--- config.mk ---
export PLATFORM = sky130hd
export DESIGN_NAME = region_table_point_lookup_unit
export DESIGN_NICKNAME = d
export VERILOG_FILES = /design/src/hw/rtl/rtpl_pkg.sv /design/src/hw/rtl/region_table_point_lookup_unit.sv /design/src/hw/rtl/rtpl_ram.sv /design/src/hw/rtl/rtpl_match.sv /design/src/hw/rtl/rtpl_seq.sv
export SDC_FILE = /design/constraint.sdc
export NUM_CORES = 2
export LEC_CHECK = 0
export ABC_AREA = 1
export BUFFER_PORTS_ARGS = -buffer_cell sky130_fd_sc_hd__buf_2
export CORE_MARGIN = 2
export CORE_UTILIZATION = 50
export DETAILED_ROUTE_END_ITERATION = 12
export PLACE_DENSITY = 0.64
export SLEW_MARGIN = 10
export SYNTH_ARGS = -nofsm -noshare
export SYNTH_HDL_FRONTEND = slang
export SYNTH_HIERARCHICAL = 1
export SYNTH_SLANG_ARGS = --single-unit
--- constraint.sdc ---
create_clock -name aclk -period 10.9 [get_ports aclk]
set_input_delay 2.18 -clock aclk [delete_from_list [all_inputs] [get_ports aclk]]
set_output_delay 2.18 -clock aclk [all_outputs]
set_load 0.01 [all_outputs]
--- src/hw/rtl/rtpl_pkg.sv ---
// ----------------------------------------------------------------------------
// rtpl_pkg
// Shared types, widths and codes for the region table point lookup unit.
// ----------------------------------------------------------------------------
package rtpl_pkg;

    localparam int MAX_ENTRIES = 32;
    localparam int IDX_W       = (MAX_ENTRIES > 1) ? $clog2(MAX_ENTRIES) : 1;
    localparam int CNT_W       = IDX_W + 1;
    localparam int LAT_W       = 30;
    localparam int LON_W       = 31;
    localparam int OUT_IDX_W   = 5;
    localparam int ENTRY_W     = 2 * LAT_W + 2 * LON_W;

    localparam logic CMD_APPEND = 1'b0;
    localparam logic CMD_LOOKUP = 1'b1;

    typedef enum logic [1:0] {
        ST_IDLE,
        ST_HINT,
        ST_SCAN,
        ST_DONE
    } state_t;

    typedef struct packed {
        logic [LAT_W-1:0] lat;
        logic [LON_W-1:0] lon;
    } point_t;

    typedef struct packed {
        logic [LAT_W-1:0] min_lat;
        logic [LAT_W-1:0] max_lat;
        logic [LON_W-1:0] min_lon;
        logic [LON_W-1:0] max_lon;
    } entry_t;

    typedef struct packed {
        logic                 found;
        logic [OUT_IDX_W-1:0] index;
        logic                 full;
    } result_t;

    // RAM port towards the table memory
    typedef struct packed {
        logic             we;
        logic [IDX_W-1:0] waddr;
        logic [IDX_W-1:0] raddr;
        entry_t           wdata;
    } ram_req_t;

    // Keep the low bits of an entry index for the result word
    function automatic logic [OUT_IDX_W-1:0] to_out_idx(input logic [IDX_W-1:0] v);
        logic [IDX_W+OUT_IDX_W-1:0] wide;
        wide = {{OUT_IDX_W{1'b0}}, v};
        return wide[OUT_IDX_W-1:0];
    endfunction

endpackage

--- src/hw/rtl/region_table_point_lookup_unit.sv ---
// ----------------------------------------------------------------------------
// region_table_point_lookup_unit
// Rectangle table with hinted point lookup, kept in one synchronous RAM.
// ----------------------------------------------------------------------------
//  channel | dir | handshake          | word
//  s_      | in  | s_valid / s_ready  | command, point, rectangle
//  m_      | out | m_valid / m_ready  | found, entry_index, table_full
//
//  An append goes from accept straight to the done state; a lookup first
//  tests the hint entry and ends there on a hint hit or an empty table, else
//  it scans from entry 0 until a match or the last entry, one read at a time
//  through the single read port of the table RAM.
//  Reset clears the entry count and the hint; table contents are not cleared.
//  A result waits in the output register while the next word is accepted;
//  a stalled output holds the sequencer once a second result is ready.
// ----------------------------------------------------------------------------
module region_table_point_lookup_unit (
    input  logic                           aclk,
    input  logic                           aresetn,
    input  logic                           s_valid,
    output logic                           s_ready,
    input  logic                           s_command,
    input  logic signed [rtpl_pkg::LAT_W-1:0] s_point_lat,
    input  logic signed [rtpl_pkg::LON_W-1:0] s_point_lon,
    input  logic signed [rtpl_pkg::LAT_W-1:0] s_rect_min_lat,
    input  logic signed [rtpl_pkg::LAT_W-1:0] s_rect_max_lat,
    input  logic signed [rtpl_pkg::LON_W-1:0] s_rect_min_lon,
    input  logic signed [rtpl_pkg::LON_W-1:0] s_rect_max_lon,
    output logic                           m_valid,
    input  logic                           m_ready,
    output logic                           m_found,
    output logic [rtpl_pkg::OUT_IDX_W-1:0] m_entry_index,
    output logic                           m_table_full
);
    import rtpl_pkg::*;

    point_t           s_point;
    entry_t           s_rect;
    result_t          m_result;
    ram_req_t         ram_req;
    logic [ENTRY_W-1:0] ram_rdata;
    entry_t           rd_entry;
    point_t           cmp_point;
    logic             cmp_hit;

    assign s_point = '{lat: s_point_lat, lon: s_point_lon};
    assign s_rect  = '{min_lat: s_rect_min_lat, max_lat: s_rect_max_lat,
                       min_lon: s_rect_min_lon, max_lon: s_rect_max_lon};
    assign rd_entry = ram_rdata;

    rtpl_seq u_seq (
        .aclk      (aclk),
        .aresetn   (aresetn),
        .s_valid   (s_valid),
        .s_ready   (s_ready),
        .s_command (s_command),
        .s_point   (s_point),
        .s_rect    (s_rect),
        .m_valid   (m_valid),
        .m_ready   (m_ready),
        .m_result  (m_result),
        .ram_req   (ram_req),
        .cmp_point (cmp_point),
        .cmp_hit   (cmp_hit)
    );

    rtpl_ram #(
        .WIDTH  (ENTRY_W),
        .DEPTH  (MAX_ENTRIES),
        .ADDR_W (IDX_W)
    ) u_table (
        .aclk  (aclk),
        .we    (ram_req.we),
        .waddr (ram_req.waddr),
        .wdata (ram_req.wdata),
        .raddr (ram_req.raddr),
        .rdata (ram_rdata)
    );

    rtpl_match u_match (
        .pt    (cmp_point),
        .entry (rd_entry),
        .hit   (cmp_hit)
    );

    assign m_found       = m_result.found;
    assign m_entry_index = m_result.index;
    assign m_table_full  = m_result.full;

`ifndef SYNTH
    // one word in flight: the input closes right after an accept
    a_one_in_flight: assert property (@(posedge aclk) disable iff (!aresetn)
        (s_valid && s_ready) |=> !s_ready)
        else $error("input accepted while a word is in progress");

    // the table is written only by an accepted append
    a_write_on_append: assert property (@(posedge aclk) disable iff (!aresetn)
        ram_req.we |-> (s_valid && s_ready && (s_command == CMD_APPEND)))
        else $error("table write without an accepted append");

    // a rejected append never reports a match
    a_full_not_found: assert property (@(posedge aclk) disable iff (!aresetn)
        m_valid |-> !(m_found && m_table_full))
        else $error("result flags both found and table full");
`endif

endmodule

--- src/hw/rtl/rtpl_ram.sv ---
// ----------------------------------------------------------------------------
// rtpl_ram
// Generic single-clock RAM, one write port and one read port, registered read.
// ----------------------------------------------------------------------------
module rtpl_ram #(
    parameter int WIDTH  = 8,
    parameter int DEPTH  = 16,
    parameter int ADDR_W = (DEPTH > 1) ? $clog2(DEPTH) : 1
) (
    input  logic              aclk,
    input  logic              we,
    input  logic [ADDR_W-1:0] waddr,
    input  logic [WIDTH-1:0]  wdata,
    input  logic [ADDR_W-1:0] raddr,
    output logic [WIDTH-1:0]  rdata
);

    logic [WIDTH-1:0] mem [DEPTH];
    logic [WIDTH-1:0] rdata_reg;

    always_ff @(posedge aclk) begin
        if (we) begin
            mem[waddr] <= wdata;
        end
        rdata_reg <= mem[raddr];
    end

    assign rdata = rdata_reg;

endmodule

--- src/hw/rtl/rtpl_match.sv ---
// ----------------------------------------------------------------------------
// rtpl_match
// Inclusive point-in-rectangle test of one table entry.
// ----------------------------------------------------------------------------
module rtpl_match (
    input  rtpl_pkg::point_t pt,
    input  rtpl_pkg::entry_t entry,
    output logic             hit
);
    import rtpl_pkg::*;

    logic lat_ok;
    logic lon_ok;

    assign lat_ok = ($signed(pt.lat) >= $signed(entry.min_lat)) &&
                    ($signed(pt.lat) <= $signed(entry.max_lat));
    assign lon_ok = ($signed(pt.lon) >= $signed(entry.min_lon)) &&
                    ($signed(pt.lon) <= $signed(entry.max_lon));
    assign hit    = lat_ok && lon_ok;

endmodule

--- src/hw/rtl/rtpl_seq.sv ---
// ----------------------------------------------------------------------------
// rtpl_seq
// Sequencer: appends entries, tests the hint, scans the table one entry a
// cycle and holds the result word for the output channel.
// ----------------------------------------------------------------------------
module rtpl_seq (
    input  logic                              aclk,
    input  logic                              aresetn,
    input  logic                              s_valid,
    output logic                              s_ready,
    input  logic                              s_command,
    input  rtpl_pkg::point_t                  s_point,
    input  rtpl_pkg::entry_t                  s_rect,
    output logic                              m_valid,
    input  logic                              m_ready,
    output rtpl_pkg::result_t                 m_result,
    output rtpl_pkg::ram_req_t                ram_req,
    output rtpl_pkg::point_t                  cmp_point,
    input  logic                              cmp_hit
);
    import rtpl_pkg::*;

    state_t               state_reg, state_next;
    logic [CNT_W-1:0]     count_reg, count_next;
    logic [IDX_W-1:0]     hint_reg, hint_next;
    logic [IDX_W-1:0]     scan_reg, scan_next;
    point_t               pt_reg, pt_next;
    result_t              res_reg, res_next;
    result_t              out_reg, out_next;
    logic                 out_valid_reg, out_valid_next;

    logic                 accept;
    logic                 out_load;
    logic                 hint_hit;
    logic                 scan_last;
    logic [CNT_W-1:0]     scan_inc;
    result_t              miss;

    assign accept    = s_valid && s_ready;
    assign out_load  = (state_reg == ST_DONE) && (!out_valid_reg || m_ready);
    assign hint_hit  = cmp_hit && ({1'b0, hint_reg} < count_reg);
    assign scan_inc  = {1'b0, scan_reg} + CNT_W'(1);
    assign scan_last = scan_inc >= count_reg;
    assign miss      = '{found: 1'b0, index: '0, full: 1'b0};
    assign cmp_point = pt_reg;

    // next state
    always_comb begin
        state_next = state_reg;
        case (state_reg)
            ST_IDLE: begin
                if (s_valid) begin
                    state_next = (s_command == CMD_LOOKUP) ? ST_HINT : ST_DONE;
                end
            end
            ST_HINT: begin
                if (hint_hit || (count_reg == '0)) begin
                    state_next = ST_DONE;
                end else begin
                    state_next = ST_SCAN;
                end
            end
            ST_SCAN: begin
                if (cmp_hit || scan_last) begin
                    state_next = ST_DONE;
                end
            end
            ST_DONE: begin
                if (out_load) begin
                    state_next = ST_IDLE;
                end
            end
            default: state_next = ST_IDLE;
        endcase
    end

    // datapath and outputs
    always_comb begin
        s_ready        = 1'b0;
        count_next     = count_reg;
        hint_next      = hint_reg;
        scan_next      = scan_reg;
        pt_next        = pt_reg;
        res_next       = res_reg;
        ram_req.we     = 1'b0;
        ram_req.waddr  = count_reg[IDX_W-1:0];
        ram_req.wdata  = s_rect;
        ram_req.raddr  = hint_reg;
        case (state_reg)
            ST_IDLE: begin
                s_ready = 1'b1;
                if (accept) begin
                    if (s_command == CMD_LOOKUP) begin
                        pt_next = s_point;
                    end else if (count_reg >= CNT_W'(MAX_ENTRIES)) begin
                        res_next = '{found: 1'b0, index: '0, full: 1'b1};
                    end else begin
                        ram_req.we = 1'b1;
                        res_next   = '{found: 1'b0,
                                       index: to_out_idx(count_reg[IDX_W-1:0]),
                                       full:  1'b0};
                        count_next = count_reg + CNT_W'(1);
                    end
                end
            end
            ST_HINT: begin
                // fetch entry 0 in case the hint misses
                ram_req.raddr = '0;
                scan_next     = '0;
                if (hint_hit) begin
                    res_next = '{found: 1'b1, index: to_out_idx(hint_reg), full: 1'b0};
                end else begin
                    hint_next = '0;
                    res_next  = miss;
                end
            end
            ST_SCAN: begin
                ram_req.raddr = scan_inc[IDX_W-1:0];
                if (cmp_hit) begin
                    res_next  = '{found: 1'b1, index: to_out_idx(scan_reg), full: 1'b0};
                    hint_next = scan_reg;
                end else if (!scan_last) begin
                    scan_next = scan_inc[IDX_W-1:0];
                end
            end
            ST_DONE: begin
            end
            default: begin
            end
        endcase
    end

    always_comb begin
        out_next       = out_load ? res_reg : out_reg;
        out_valid_next = out_load ? 1'b1 : (out_valid_reg && !m_ready);
    end

    always_ff @(posedge aclk) begin
        if (!aresetn) begin
            state_reg     <= ST_IDLE;
            count_reg     <= '0;
            hint_reg      <= '0;
            out_valid_reg <= 1'b0;
        end else begin
            state_reg     <= state_next;
            count_reg     <= count_next;
            hint_reg      <= hint_next;
            out_valid_reg <= out_valid_next;
        end
    end

    always_ff @(posedge aclk) begin
        scan_reg <= scan_next;
        pt_reg   <= pt_next;
        res_reg  <= res_next;
        out_reg  <= out_next;
    end

    assign m_valid  = out_valid_reg;
    assign m_result = out_reg;

endmodule

# [Word-level counts from Yosys, hierarchy flattened]
# Memory sizes are Yosys's and may differ from the RTL's. A register that Yosys moved wholly into a read port is not among the register bits.
# Index checks and enable logic that the tools add are counted.
[classes] add_sub_neg=2 magnitude_cmp=7 eq_ne=12 muxes=27 bitwise_logic=2 reduce_logical=22
[ops] op=">= comparator 31 bit" n=1
[ops] op="less-or-equal comparator 31 bit" n=1
[ops] op=">= comparator 30 bit" n=1
[ops] op="less-or-equal comparator 30 bit" n=1
[ops] op="one-hot mux 5 bit (2 select lines)" n=3
[ops] op="2-to-1 mux 7 bit" n=4
[ops] op="one-hot mux 7 bit (3 select lines)" n=1
[ops] op="2-to-1 mux 5 bit" n=4
[ops] op="AND reduction 3 bit" n=4
[ops] op="inequality test 2 bit (second input constant)" n=5
[ops] op="2-to-1 mux 1 bit" n=9
[ops] op="2-to-1 mux 2 bit" n=4
[ops] op="inequality test 2 x 1 -> 1 bit (second input constant)" n=4
[ops] op="one-hot mux 2 bit (4 select lines)" n=1
[ops] op="AND reduction 4 bit" n=2
[ops] op="logical AND 1 bit" n=7
[ops] op="adder 5 x 1 -> 6 bit (second input constant)" n=1
[ops] op="adder 6 x 1 -> 6 bit (second input constant)" n=1
[ops] op=">= comparator 6 bit" n=1
[ops] op=">= comparator 6 bit (second input constant)" n=1
[ops] op="logical NOT 6 bit" n=1
[ops] op="< comparator 5 x 6 -> 1 bit" n=1
[ops] op="2-to-1 mux 6 bit" n=1
[ops] op="== test 2 bit (second input constant)" n=2
[ops] op="7 further kinds" n=11
[totals] ff_bits=94 mem_bits_rw=3904 input_bits=188 elab_cells=86 memories=1
[memory_table] memory="u_table.mem" words=32 width=122 rd=1 rd_ports_with_merged_regs=1 write_ports=1 line="rtpl_ram.sv:18" text="logic [WIDTH-1:0] mem [DEPTH];"

# [Logic depth before layout (Yosys ltp)]
[logic_depth] ltp_word=7 mapped_depth=24 depth_no_buf=23

# [By module]
# The synthesis kept the hierarchy.
[modules_own_cells] mod="rtpl_ram" instances=1 cells_each=12838 area_each_um2=158188.0
[modules_own_cells] mod="rtpl_seq" instances=1 cells_each=409 area_each_um2=4649.5
[modules_own_cells] mod="rtpl_match" instances=1 cells_each=619 area_each_um2=3611.0

# [Worst setup path after synthesis]
# No wires, ideal clock.
[synth_timing] path_kind="in2reg" from="input s_command" to="memory u_table/mem[27][0] in the netlist's numbering, enable pin" setup_ns=0.605 t_arrival_ns=7.877 t_required_ns=10.295 path_slack_ns=2.418 stages=5 path_buffers=0 path_cell_list="nor2_1 nand3_2 inv_1 nand3_1 nor2_1"
[synth_lines] element="start: declaration" line="region_table_point_lookup_unit.sv:22" text="input logic s_command,"
[synth_lines] element="end: declaration" line="rtpl_ram.sv:18"

==> results by stage <==
Run status:
- The flow ran to the end, and the final reports show no timing, DRC or antenna violations.

Power and ir drop:
- Net switching is 30.2% of the power.
- The net switching power is ~12 mW.
- The power density over cell area is 220 mW/mm2.
- In this run the static leakage power is ~66 nW.
- Combinational logic is responsible for 19.6% of the overall power.
- The sum of internal, switching and leakage power is 40.4 mW.
- The clock network fraction of total power is ~35%.
- IR analysis of the VDD net gives a maximum drop of 168 uV.
- The internal power consumption is 28.2 mW.
- Sequential cells burn between 40% and 50% of the power.

Logic synthesis:
- The synthesized netlist contains 39 unique library cells.
- The post-synthesis sequential area ratio is 73.5%.
- The cell type with the highest aggregate area in the netlist is edfxtp_1.
- By count the netlist is led by nand2_1, edfxtp_1, nand3_1, buf_2, inv_1.
- In this run the mean area of a mapped cell was about 12 um2.
- The async set or reset register ratio after synthesis is 0%.
- The synthesized design contains between 4k and 5k register bits.
- For this run, the leading register cell type out of synthesis is edfxtp_1.
- The top cell type's share of synthesized area is 71.9%.
- The number of nets handed over by synthesis was 14.2k.
- Among all cell types in the netlist, the one instantiated most often is nand2_1.
- The Yosys step of the flow raised 6 warnings.
- Counting flops with a built-in enable in the synthesized netlist gives around 4k.
- Summing every instance area after synthesis gives 0.166 mm2.
- The number of instances in the synthesized netlist is 13.9k.
- Sorting the synthesized cells by area gives the leading types as edfxtp_1, nand2_1, nand3_1, buf_2, dfxtp_1.

Clock network:
- The count of hold buffers inserted by post-cts repair is 0.
- The clock latency reported for the late side of the worst-skew pair is 1.00 ns.
- The clock transition at the registers of the reported paths is 0.06 ns.
- The buffer type at the clock tree root is clkbuf_16.
- TritonCTS built the clock tree.
- The maximum clock path buffer count is 4.
- Clock tree synthesis inserted a total of about 420 buffers.
- CTS saw 4120 sinks.
- In this run the post-CTS setup repair buffer count came out at 0.
- Gates resized during post-CTS repair numbered 0.
- The number of levels the H-tree was split into is 5.

Finish:
- The final standard cell utilization of the core is 55.5%.
- At the end of the flow, the number of nets in the layout was 14.0k.
- Cells with a size suffix above 1 make up 7.58% of the layout.
- The area growth from synthesis to layout is 10.3%.
- The register with the most flip-flops in the layout has ~3.9k of them.

STA:
- Timing would allow up to 190 MHz.
- The final number of hold-violating endpoints is 0.
- The pin slew with the least headroom to its limit is 1.24 ns.
- The setup TNS is 0 ns.
- Setup slack on the critical path of the routed design comes to ~5.6 ns.
- The final setup violation count is 0.
- The minimum period implied by the final worst setup slack is 5.26 ns.
- After layout, the worst path uses 48.3% of the clock period.
- The count of pins over their slew limit was 0.
- Setup repair after global routing left no endpoint under its margin.
- Hold timing on the final database bottoms out at a slack of between 0.4 and 0.5 ns.
- On the final layout, the worst clock skew is roughly 0.07 ns.
- The max-slew headroom at the worst pin is ~18%.

Worst setup path:
- STA classifies the critical path startpoint as an input pin.
- The worst setup path is of the input pin to flip-flop kind.
- The worst register-to-register path begins at u_seq/state_reg[0].
- The peak fanout along the critical path is 49.
- At the worst endpoint, the required time is around 11 ns.
- The arrival time of data at the critical path endpoint is 5.85 ns.
- STA classifies the critical path endpoint as a flip-flop.
- The start point of the critical path is s_command.

Hold path:
- The start point of the worst hold path is u_seq/res_reg[2].
- The type of the tightest min-delay check is flip-flop to flip-flop.

Placed design:
- At the placement stage, the worst setup path has a slack of 4.75 ns.
- During placement, the flow inserted port buffers numbering 196.
- The detailed placer's ending HPWL is roughly 230 mm.
- At the end of routability-driven placement, the weighted congestion stood at about 0.83.

GRT:
- The global router's overall resource usage is 27.1%.
- The initial antenna violation count came to between 40 and 50.
- The via count of the first global-routing pass came to 101k.
- For this run the aggregate overflow at the end of global routing stands at 0.
- Entering global routing, the biggest net connects ~210 pins.
- The global-route wire length before repair is 681 mm.

Flow run:
- The total of max-cap violations is 0.

Floorplanning:
- In this run the standard cell core region covers 0.331 mm2.
- The full die area is 0.338 mm2.
- In this run the vertical extent of the chip is a little under 600 um.
- The width of the die is approximately 580 um.
- The floorplan has between 200 and 250 rows.
- Once the floorplan was initialized, standard cells occupied 50.3% of the core.
- 197 I/O pins were placed.

Routing:
- The total routed wirelength is around 470 mm.
- Dividing the detail-routed via count by the number of cells gives 5.83.
- Once detail routing completed, the nets flagged for antenna violations numbered 0.
- The routed via count is about 110k.
- The number of DRC markers after the initial detailed-route iteration is 12.2k.
- The detailed-routing iteration count for the pre-antenna-repair pass is 6.
- The average wire per standard cell is 25.3 um.
- The detailed-route DRC error count is 0.
-- per-layer routing --
metal  global-route usage [%]  wire length (um)  vias to the layer above  share of wire, %
met3                     3.96             39800                      850               8.5
met4                     9.09             15800                       28               3.4
met5                        0               175                        -             0.038
li1                         -                 -                    48400                 -
met1                     38.1            191000                    53100                41
met2                     43.6            220000                     5037                47
-- final cells by class --
cell class	instances	area, um2
Clock buffer	572	11700
Inverter	230	910
Fill cell	26900	147000
Timing Repair Buffer	370	2730
Antenna cell	12	30.0
Tap cell	4366	5460
Sequential cell	4120	122000
Clock inverter	209	2140
Multi-Input combinational cell	8547	38300
-- metrics by stage --
stage | std cells | area, um2
floorplan | 13900 | 166000
global placement | 17600 | 170000
detailed placement | 17600 | 170000
CTS | 18400 | 184000
global route | 18400 | 184000
finish | 18400 | 184000
-- worst paths after layout --
path,endpoint,slack (ns),cells after the start
setup / recovery,u_table/mem[20][47],5.64,8
hold / removal,u_seq/m_result[2],0.43,0
setup reg to reg,u_table/rdata[47],5.65,14
hold reg to reg,u_seq/m_result[2],0.43,0
-- power groups by stage --
stage | Clock, mW | Sequential [mW] | Combinational [mW]
after global placement | 0 | 18.5 | 7.78
after global routing | 15.1 | 18.2 | 8.73
after floorplan | 0 | 18.2 | 5.47
after detailed placement | 0 | 18.5 | 7.85
final | 14.3 | 18.2 | 7.94
after CTS | 14.5 | 18.2 | 7.89
-- kinds of logic after synthesis --
logic type                 Yosys count  synth area share, %
and+or+nand+nor                   8314                 21.5
AOI/OAI and AO/OA                   93                0.307
DFF                               4120                 73.5
adders and majority gates          139                 1.04
xor gates and xnor gates             1              0.00526
buffers and inverters             1199                 3.68
-- critical path, stage by stage --
cell and delay (ns):
buf_2 0.11, nor2_1 0.11, nand3_2 0.16, inv_1 0.30, nand3_1 0.63, nor2_4 0.70, buf_4 1.01, buf_4 0.55
-- cells in the final DEF (no fill, tap or decap), drive strengths merged, types with 70 or more instances in the layout --
cell type  instances
clkinv           155
a21oi             70
clkbuf           572
nand2           4732
nor2              82
ha               139
buf              370
inv              238
dfxtp            136
edfxtp          3984
nand3           3466
Note: power is estimated with default switching activity, not from simulation.
